`src/design/tcgf_pkg.sv`:
```
// Package for the timed command gate framer: kind, opcode and register
// codes, frame constants and small helper functions.
// No dependencies.
`timescale 1ns / 1ps
`default_nettype none

package tcgf_pkg;

  // Command kinds as held in state (input kind plus one)
  typedef enum logic [2:0] {
    KIND_NONE    = 3'd0,
    KIND_SHOCK   = 3'd1,
    KIND_VIBRATE = 3'd2,
    KIND_BEEP    = 3'd3,
    KIND_LIGHT   = 3'd4
  } kind_t;

  // Event opcodes
  typedef enum logic [1:0] {
    OP_SET  = 2'd0,
    OP_STOP = 2'd1,
    OP_POLL = 2'd2
  } op_t;

  // Configuration register indexes
  typedef enum logic [2:0] {
    REG_FRAME_FORMAT = 3'd0,
    REG_DEVICE_ID    = 3'd1,
    REG_SHOCK_DUR    = 3'd2,
    REG_VIBRATE_DUR  = 3'd3,
    REG_SHOCK_LIMIT  = 3'd4,
    REG_VIBRATE_LIM  = 3'd5,
    REG_COOLDOWN     = 3'd6
  } reg_idx_t;

  localparam int unsigned CFG_IDX_W   = 3;
  localparam int unsigned CFG_DATA_W  = 16;
  localparam int unsigned TIME_W      = 32;
  localparam int unsigned DUR_MS_W    = 18;  // 255 * 1000 fits in 18 bits
  localparam int unsigned FRAME_W     = 43;
  localparam int unsigned FRAME_BITS_W = 6;

  localparam logic [9:0]              MS_PER_S      = 10'd1000;
  localparam logic [7:0]              CODE_MARK     = 8'h80;
  localparam logic [7:0]              CHECK_INVERT  = 8'hFF;
  localparam logic [FRAME_BITS_W-1:0] FRAME_BITS_L0 = 6'd40;
  localparam logic [FRAME_BITS_W-1:0] FRAME_BITS_L1 = 6'd43;

  // Seconds to milliseconds (constant multiply, narrow)
  function automatic logic [DUR_MS_W-1:0] sec_to_ms(input logic [7:0] s);
    sec_to_ms = DUR_MS_W'(s) * DUR_MS_W'(MS_PER_S);
  endfunction

  // Code byte for the 40-bit layout
  function automatic logic [7:0] code_l0(input kind_t k);
    case (k)
      KIND_SHOCK:   code_l0 = 8'b0000_0001;
      KIND_VIBRATE: code_l0 = 8'b0000_0010;
      KIND_BEEP:    code_l0 = 8'b0000_0100;
      KIND_LIGHT:   code_l0 = 8'b0000_1000;
      default:      code_l0 = 8'b0000_0000;
    endcase
  endfunction

  // Code byte for the 43-bit layout (beep and light swapped)
  function automatic logic [7:0] code_l1(input kind_t k);
    case (k)
      KIND_SHOCK:   code_l1 = 8'b0000_0001;
      KIND_VIBRATE: code_l1 = 8'b0000_0010;
      KIND_BEEP:    code_l1 = 8'b0000_1000;
      KIND_LIGHT:   code_l1 = 8'b0000_0100;
      default:      code_l1 = 8'b0000_0000;
    endcase
  endfunction

  // Bit reversal of a byte
  function automatic logic [7:0] rev8(input logic [7:0] v);
    logic [7:0] r;
    for (int i = 0; i < 8; i++) begin
      r[i] = v[7-i];
    end
    rev8 = r;
  endfunction

endpackage

`default_nettype wire

```
`src/design/timed_command_gate_framer.sv`:
```
// Timed command gate framer top level; depends on tcgf_pkg.
// An accepted input beat passes the input register and then the result
// register. Throughput: one event per cycle while the result channel is
// not stalled; state is updated as the event leaves the input register.
// Reset (synchronous, rst_n low): clears valid flags, command state and all
// configuration registers to zero.
`timescale 1ns / 1ps
`default_nettype none

module timed_command_gate_framer (
  input  wire logic                                  clk,
  input  wire logic                                  rst_n,
  // configuration write port
  input  wire logic                                  cfg_we,
  input  wire logic [tcgf_pkg::CFG_IDX_W-1:0]        cfg_idx,
  input  wire logic [tcgf_pkg::CFG_DATA_W-1:0]       cfg_wdata,
  // event channel
  input  wire logic                                  in_valid,
  output logic                                       in_stall,
  input  wire logic [1:0]                            in_opcode,
  input  wire logic [1:0]                            in_kind,
  input  wire logic [7:0]                            in_strength,
  input  wire logic [tcgf_pkg::TIME_W-1:0]           in_now_ms,
  // result channel
  output logic                                       out_valid,
  input  wire logic                                  out_stall,
  output logic                                       out_send,
  output logic [tcgf_pkg::FRAME_W-1:0]               out_frame,
  output logic [tcgf_pkg::FRAME_BITS_W-1:0]          out_frame_bits
);

  localparam int unsigned TW = tcgf_pkg::TIME_W;
  localparam int unsigned DW = tcgf_pkg::DUR_MS_W;

  // Configuration registers
  logic        frame_format_r;
  logic [15:0] device_id_r;
  logic [7:0]  shock_dur_r;
  logic [7:0]  vibrate_dur_r;
  logic [7:0]  shock_limit_r;
  logic [7:0]  vibrate_limit_r;
  logic [7:0]  cooldown_r;

  always_ff @(posedge clk) begin
    if (!rst_n) begin
      frame_format_r  <= 1'b0;
      device_id_r     <= '0;
      shock_dur_r     <= '0;
      vibrate_dur_r   <= '0;
      shock_limit_r   <= '0;
      vibrate_limit_r <= '0;
      cooldown_r      <= '0;
    end else if (cfg_we) begin
      case (tcgf_pkg::reg_idx_t'(cfg_idx))
        tcgf_pkg::REG_FRAME_FORMAT: frame_format_r  <= cfg_wdata[0];
        tcgf_pkg::REG_DEVICE_ID:    device_id_r     <= cfg_wdata;
        tcgf_pkg::REG_SHOCK_DUR:    shock_dur_r     <= cfg_wdata[7:0];
        tcgf_pkg::REG_VIBRATE_DUR:  vibrate_dur_r   <= cfg_wdata[7:0];
        tcgf_pkg::REG_SHOCK_LIMIT:  shock_limit_r   <= cfg_wdata[7:0];
        tcgf_pkg::REG_VIBRATE_LIM:  vibrate_limit_r <= cfg_wdata[7:0];
        tcgf_pkg::REG_COOLDOWN:     cooldown_r      <= cfg_wdata[7:0];
        default: ;
      endcase
    end
  end

  // Pipeline control: the input register advances when the result register
  // is empty or its beat is being taken
  logic s1_valid_r;
  logic out_valid_r;
  logic advance;

  assign advance  = !out_valid_r || !out_stall;
  assign in_stall = s1_valid_r && !advance;

  // Input register
  logic [1:0]    s1_opcode_r;
  logic [1:0]    s1_kind_r;
  logic [7:0]    s1_strength_r;
  logic [TW-1:0] s1_now_r;

  always_ff @(posedge clk) begin
    if (!rst_n) begin
      s1_valid_r <= 1'b0;
    end else if (!in_stall) begin
      s1_valid_r <= in_valid;
    end
  end

  always_ff @(posedge clk) begin
    if (in_valid && !in_stall) begin
      s1_opcode_r   <= in_opcode;
      s1_kind_r     <= in_kind;
      s1_strength_r <= in_strength;
      s1_now_r      <= in_now_ms;
    end
  end

  // Command state
  logic              active_r, active_nxt;
  tcgf_pkg::kind_t   cur_kind_r, cur_kind_nxt;
  logic [7:0]        cur_strength_r, cur_strength_nxt;
  logic [TW-1:0]     start_time_r, start_time_nxt;
  logic [TW-1:0]     end_time_r, end_time_nxt;

  // Shared arithmetic for one event
  tcgf_pkg::kind_t kind_new;
  logic [7:0]      limit_new;
  logic [DW-1:0]   dur_new_ms;
  logic [DW-1:0]   dur_cur_ms;
  logic [DW-1:0]   window_ms;
  logic [7:0]      cooldown_eff;
  logic [TW-1:0]   used_ms;
  logic [TW-1:0]   since_end;
  logic [TW-1:0]   elapsed;
  logic [TW-1:0]   limit_end;
  logic            time_ok;
  logic            may_send;

  assign kind_new     = tcgf_pkg::kind_t'({1'b0, s1_kind_r} + 3'd1);
  assign limit_new    = (kind_new == tcgf_pkg::KIND_SHOCK) ? shock_limit_r : vibrate_limit_r;
  assign dur_new_ms   = tcgf_pkg::sec_to_ms(
                          (kind_new == tcgf_pkg::KIND_SHOCK) ? shock_dur_r : vibrate_dur_r);
  assign dur_cur_ms   = tcgf_pkg::sec_to_ms(
                          (cur_kind_r == tcgf_pkg::KIND_SHOCK) ? shock_dur_r : vibrate_dur_r);
  assign cooldown_eff = (cooldown_r == 8'd0) ? 8'd1 : cooldown_r;
  assign window_ms    = tcgf_pkg::sec_to_ms(cooldown_eff);
  assign used_ms      = end_time_r - start_time_r;
  assign since_end    = s1_now_r - end_time_r;
  assign elapsed      = s1_now_r - start_time_r;
  assign limit_end    = start_time_r + TW'(dur_cur_ms);

  // Only shock and vibrate runs are time bounded
  assign time_ok  = !(((cur_kind_r == tcgf_pkg::KIND_SHOCK) ||
                       (cur_kind_r == tcgf_pkg::KIND_VIBRATE)) &&
                      (elapsed > TW'(dur_cur_ms)));
  assign may_send = active_r && (cur_kind_r != tcgf_pkg::KIND_NONE) && time_ok;

  // Frame assembly for both layouts
  logic [7:0]                    code0, code1, csum;
  logic [tcgf_pkg::FRAME_W-1:0]  frame_l0, frame_l1;

  assign code0    = tcgf_pkg::code_l0(cur_kind_r) | tcgf_pkg::CODE_MARK;
  assign code1    = tcgf_pkg::code_l1(cur_kind_r);
  assign csum     = cur_strength_r + code1 + device_id_r[7:0] + device_id_r[15:8];
  assign frame_l0 = {3'b000, code0, device_id_r, cur_strength_r,
                     tcgf_pkg::rev8(code0 ^ tcgf_pkg::CHECK_INVERT)};
  assign frame_l1 = {device_id_r, code1, cur_strength_r, csum, 3'b000};

  // Next state and result for the event in the input register
  logic                              send_nxt;
  logic [tcgf_pkg::FRAME_W-1:0]      frame_nxt;
  logic [tcgf_pkg::FRAME_BITS_W-1:0] frame_bits_nxt;

  always_comb begin
    active_nxt       = active_r;
    cur_kind_nxt     = cur_kind_r;
    cur_strength_nxt = cur_strength_r;
    start_time_nxt   = start_time_r;
    end_time_nxt     = end_time_r;
    send_nxt         = 1'b0;
    frame_nxt        = '0;
    frame_bits_nxt   = '0;
    case (tcgf_pkg::op_t'(s1_opcode_r))
      tcgf_pkg::OP_SET: begin
        active_nxt       = 1'b1;
        cur_kind_nxt     = kind_new;
        cur_strength_nxt = (s1_strength_r < limit_new) ? s1_strength_r : limit_new;
        // restart inside the cool-down window resumes the unused budget
        if (since_end < TW'(window_ms)) begin
          if (used_ms < TW'(dur_new_ms)) begin
            start_time_nxt = s1_now_r - used_ms;
          end
        end else begin
          start_time_nxt = s1_now_r;
        end
      end
      tcgf_pkg::OP_STOP: begin
        active_nxt   = 1'b0;
        end_time_nxt = (s1_now_r < limit_end) ? s1_now_r : limit_end;
      end
      tcgf_pkg::OP_POLL: begin
        if (may_send) begin
          send_nxt = 1'b1;
          if (frame_format_r) begin
            frame_nxt      = frame_l1;
            frame_bits_nxt = tcgf_pkg::FRAME_BITS_L1;
          end else begin
            frame_nxt      = frame_l0;
            frame_bits_nxt = tcgf_pkg::FRAME_BITS_L0;
          end
        end
      end
      default: ;
    endcase
  end

  // State update as the event leaves the input register
  logic fire;
  assign fire = s1_valid_r && advance;

  always_ff @(posedge clk) begin
    if (!rst_n) begin
      active_r       <= 1'b0;
      cur_kind_r     <= tcgf_pkg::KIND_NONE;
      cur_strength_r <= '0;
      start_time_r   <= '0;
      end_time_r     <= '0;
    end else if (fire) begin
      active_r       <= active_nxt;
      cur_kind_r     <= cur_kind_nxt;
      cur_strength_r <= cur_strength_nxt;
      start_time_r   <= start_time_nxt;
      end_time_r     <= end_time_nxt;
    end
  end

  // Result register
  logic                              out_send_r;
  logic [tcgf_pkg::FRAME_W-1:0]      out_frame_r;
  logic [tcgf_pkg::FRAME_BITS_W-1:0] out_frame_bits_r;

  always_ff @(posedge clk) begin
    if (!rst_n) begin
      out_valid_r <= 1'b0;
    end else if (advance) begin
      out_valid_r <= s1_valid_r;
    end
  end

  always_ff @(posedge clk) begin
    if (fire) begin
      out_send_r       <= send_nxt;
      out_frame_r      <= frame_nxt;
      out_frame_bits_r <= frame_bits_nxt;
    end
  end

  assign out_valid      = out_valid_r;
  assign out_send       = out_send_r;
  assign out_frame      = out_frame_r;
  assign out_frame_bits = out_frame_bits_r;

  // Checks
  a_stall_needs_item: assert property (@(posedge clk) disable iff (!rst_n)
    in_stall |-> (s1_valid_r && out_valid_r && out_stall))
    else $error("input stalled with an empty input register");

  a_send_bits: assert property (@(posedge clk) disable iff (!rst_n)
    (out_valid_r && out_send_r) |->
      (out_frame_bits_r == tcgf_pkg::FRAME_BITS_L0 ||
       out_frame_bits_r == tcgf_pkg::FRAME_BITS_L1))
    else $error("frame sent with a bad bit count");

  a_idle_zero: assert property (@(posedge clk) disable iff (!rst_n)
    (out_valid_r && !out_send_r) |-> (out_frame_r == '0 && out_frame_bits_r == '0))
    else $error("non-sending result carries frame bits");

  a_state_holds: assert property (@(posedge clk) disable iff (!rst_n)
    !fire |=> ($stable(start_time_r) && $stable(end_time_r) && $stable(active_r)))
    else $error("command state changed without an event");

  a_stop_clears: assert property (@(posedge clk) disable iff (!rst_n)
    (fire && s1_opcode_r == tcgf_pkg::OP_STOP) |=> !active_r)
    else $error("stop left the command active");

endmodule

`default_nettype wire

```
`config.mk`:
```
export PLATFORM = sky130hd
export DESIGN_NAME = timed_command_gate_framer
export DESIGN_NICKNAME = d
export VERILOG_FILES = /design/src/design/tcgf_pkg.sv /design/src/design/timed_command_gate_framer.sv
export SDC_FILE = /design/constraint.sdc
export NUM_CORES = 1
export LEC_CHECK = 0
export ABC_CLOCK_PERIOD_IN_PS = 14300
export BUFFER_PORTS_ARGS = -buffer_cell sky130_fd_sc_hd__clkbuf_2
export CORE_MARGIN = 4
export CORE_UTILIZATION = 69
export CTS_CLUSTER_DIAMETER = 30
export DETAILED_ROUTE_END_ITERATION = 7
export PLACE_DENSITY = 0.91
export SYNTH_ARGS = -nofsm -noshare
export SYNTH_HDL_FRONTEND = slang
export SYNTH_SLANG_ARGS = --single-unit
```
`constraint.sdc`:
```
create_clock -name clk -period 14.3 [get_ports clk]
set_input_delay 2.145 -clock clk [delete_from_list [all_inputs] [get_ports clk]]
set_output_delay 2.145 -clock clk [all_outputs]
set_load 0.005 [all_outputs]
```
==> metrics.md <==
| Metric | Value |
|---|---|
| Clk_lat worst skew | `0.60 ns` |
| Area leader, netlist | `ha_1` |
| Residual DRC count | `0` |
| Clk_skew | `0.0495 ns` |
| Post-cts resize count | `0` |
| Register bit total from synthesis | `223` |
| Part of the power in the clock network | `0.434` |
| Crit-path max cell delay | `~0.52 ns` |
| Synth Area in XOR/XNOR | `0.0618` |
| Post-synthesis sequential area ratio | `0.231` |
| Syn Inst Count | `2684` |
| Num CTS Buffers | `51` |
| Layout area overhead | `11.7%` |
| Critical path peak fanout | `31` |
| Non-filler cells, final | `3265` |
| Max_slew headroom | `0.246` |
| Compound-gate portion of the synthesized area | `0.205` |
| Slowest cell on the critical path | `fa_1` |
| Synth Cell Area | `23100 um2` |
| # port buffers | `116` |
| Yosys cell types | `85` |
| IO Pins | `120` |
| Number of synthesized flops with an enable pin | `88` |
| Die ar. | `36500 um2` |
| Vias | `about 21k` |
| RSZ-0062 raised after global routing | `no` |
| CTS root buffer | `clkbuf_16` |
| Avg Cell Area, Syn | `8.61 um2` |
| Largest net degree at the start of global routing | `68` |
| Placed cells | `3169` |
| CP Class | `reg2reg` |
| Tightest Pin Transition | `~1.1 ns` |
| Synth warn | `0` |
| Async SR Flop Fraction | `0` |
| Top_reg_cell synth | `dfxtp_1` |
| Initial antenna violation count | `0` |
| Synth area leaders | `ha_1, dfxtp_1, edfxtp_1` |
| CP endpoint kind | `flop` |
| Post-synthesis adder-cell area fraction | `0.251` |
| Endpoints failing setup | `0` |
| Combinational group share of total power | `0.307` |
| Pwr dens | `107 nW/um2` |
| Global-route wire length before repair | `~110000 um` |
| Data arrival time of the worst path | `10.15 ns` |
| Final Critical Period | `9.69 ns` |
| Multiplexer area fraction after synthesis | `0.0429` |
| Core area | `32800 um2` |
| Status | `completed` |
| Post-CTS repair timing setup buffer count | `0` |
| GR Layer Usage met3 | `0.0614` |
| Most common cell after layout, fill and taps aside | `ha_1` |
| Clock Pin Slew Worst Setup and Hold Paths | `0.05 ns` |
| CTS tree | `built` |
| Die H | `around 190 um` |
| GR Util met1 | `0.464` |
| Worst-case vdd ir drop | `approximately 0.12 mV` |
| H-tree depth | `2` |
| Layout cells sized above 1 | `0.0995` |
| Clock buffer depth | `3` |
| P_sw | `0.956 mW` |
| Setup_tns | `0 ns` |
| Final worst-path cycle share | `0.677` |
| Number of nets with antenna violations after routing | `0` |
| # Max-Cap Violations | `0` |
| Layer with the highest usage | `met2` |
| Ant diodes | `0` |
| Die Span X | `191 um` |
| Most frequent cells in the layout | `ha_1, inv_1, nand2_1, a21oi_1, nor2_1` |
| Met2 Usage GRT | `0.607` |
| Top cell type's share of synthesized area | `0.186` |
| Worst hold-check path type | `reg2reg` |
| Hpwl dp | `51300 um` |
| GP Congestion | `0.956` |
| Seq pwr share | `0.259` |
| Number of fill cells | `2140` |
| Gr ovfl total | `0` |
| Vias per inst | `6.45` |
| DRT iter0 DRCs | `1889` |
| Cell Rows | `66` |
| Cell repeated most along the worst path | `ha_1` |
| Leak | `11.8 nW` |
| Switching Share | `0.346` |
| Initial DRT Pass Iterations | `5` |
| Fmax | `0.103 GHz` |
| Fin nets | `3265` |
| Starting density of the core | `0.704` |
| Crit path launch type | `flop` |
| Vias in the first global route | `roughly 21k` |
| Mean routed wirelength per cell | `just over 20 um` |
| Final hold violations | `0` |
| Worst endpoint required time | `between 10 and 15 ns` |
| Largest family of logic cells by synthesized area | `adder cells` |
| Post-synthesis simple-gate area fraction | `0.145` |
| GRT Overall Usage | `0.364` |
| Final WL | `approximately 68000 um` |
| Final Max Tran Viols | `0` |
| Clock sinks | `223` |
| CTS hold repair buffers | `0` |
| P_int | `1.81 mW` |
worst max-delay path: cells and delay by family (launching register included):
family          cells  cell delay, ns
buf+inv             5            1.11
fa+ha+maj           7            2.48
simple gates        6            1.23
mux                 2            0.79
xor+xnor            2            0.35
flops               1            0.42
compound gates     14            3.14
Yosys cell counts (all sizes together), types with 24 or more instances:
master  number
dfxtp      135
nand3       50
nor3        25
fa          74
o211ai      27
xnor2      109
inv        284
clkbuf      62
a211oi      24
o21a        28
nor2       151
edfxtp      88
a21boi      60
buf         24
mux2        28
xor2        54
o21ai      138
nand4       30
and3        27
and2        25
ha         343
mux2i       67
a21o        81
o211a       27
a21oi      173
o21bai      26
nand2b      27
nor2b       36
nand2      276
cells by family after synthesis:
group,Yosys count
other,1
muxes,95
and+or+nand+nor,709
AOI/OAI and AO/OA,704
buffers and inverters,370
xor gates and xnor gates,163
adders and majority gates,419
DFF,223
power groups by stage:
stage	sequential, mW	clock (mW)	combinational (mW)
after floorplan	0.713	0	0.625
after global placement	0.725	0	0.782
after detailed placement	0.726	0	0.818
after CTS	0.715	1.20	0.831
after global routing	0.717	1.24	0.936
final	0.717	1.20	0.849
sequential cells by signal (all words and copies together), names as in the netlist, 16 cells and up:
signal and count:
end_time_r 32, device_id_r 16, out_frame 41, start_time_r 32
s1_now_r 32
layout make-up:
cell class | count | area, um2 | area share
tap | 442 | 553 | 0.0214
clock inverter | 34 | 408 | 0.0158
clock buffer | 62 | 1410 | 0.0547
timing repair buffer | 127 | 663 | 0.0257
sequential | 223 | 5350 | 0.207
multi-input combinational | 2093 | 16400 | 0.634
inverter | 284 | 1070 | 0.0413
per-stage QoR:
| stage | setup WS (ns) | cell area (um2) | hold slack [ns] | util | power [mW] |
|---|---|---|---|---|---|
| 2_1_floorplan | 6.10 | 23100 | 0.435 | - | 1.34 |
| 3_3_place_gp | 5.14 | 24000 | 0.449 | 0.732 | 1.51 |
| 3_5_place_dp | 4.89 | 24000 | 0.463 | 0.732 | 1.54 |
| 4_1_cts | 4.74 | 25800 | 0.475 | 0.787 | 2.75 |
| 5_1_grt | 4.01 | 25800 | 0.496 | 0.787 | 2.89 |
| 6_report | 4.61 | 25800 | 0.473 | 0.787 | 2.76 |
path summary, 6_finish.rpt:
kind                                 startpoint                             to  slack (ns)  depth (start not counted)
setup / recovery     cur_kind_r[0]$_SDFFE_PN0P_     end_time_r[6]$_SDFFE_PN0P_        4.61                         36
hold / removal    shock_limit_r[0]$_SDFFE_PN0P_  shock_limit_r[0]$_SDFFE_PN0P_        0.47                          2
setup reg to reg     cur_kind_r[0]$_SDFFE_PN0P_     end_time_r[6]$_SDFFE_PN0P_        4.61                         36
hold reg to reg   shock_limit_r[0]$_SDFFE_PN0P_  shock_limit_r[0]$_SDFFE_PN0P_        0.47                          2
metal layers:
metal	part of all wire	vias to the layer above
li1	-	9721
met1	0.39	10000
met2	0.47	1087
met3	0.092	231
met4	0.049	0
met5	0	-
Power figures use the tool's default switching activity.
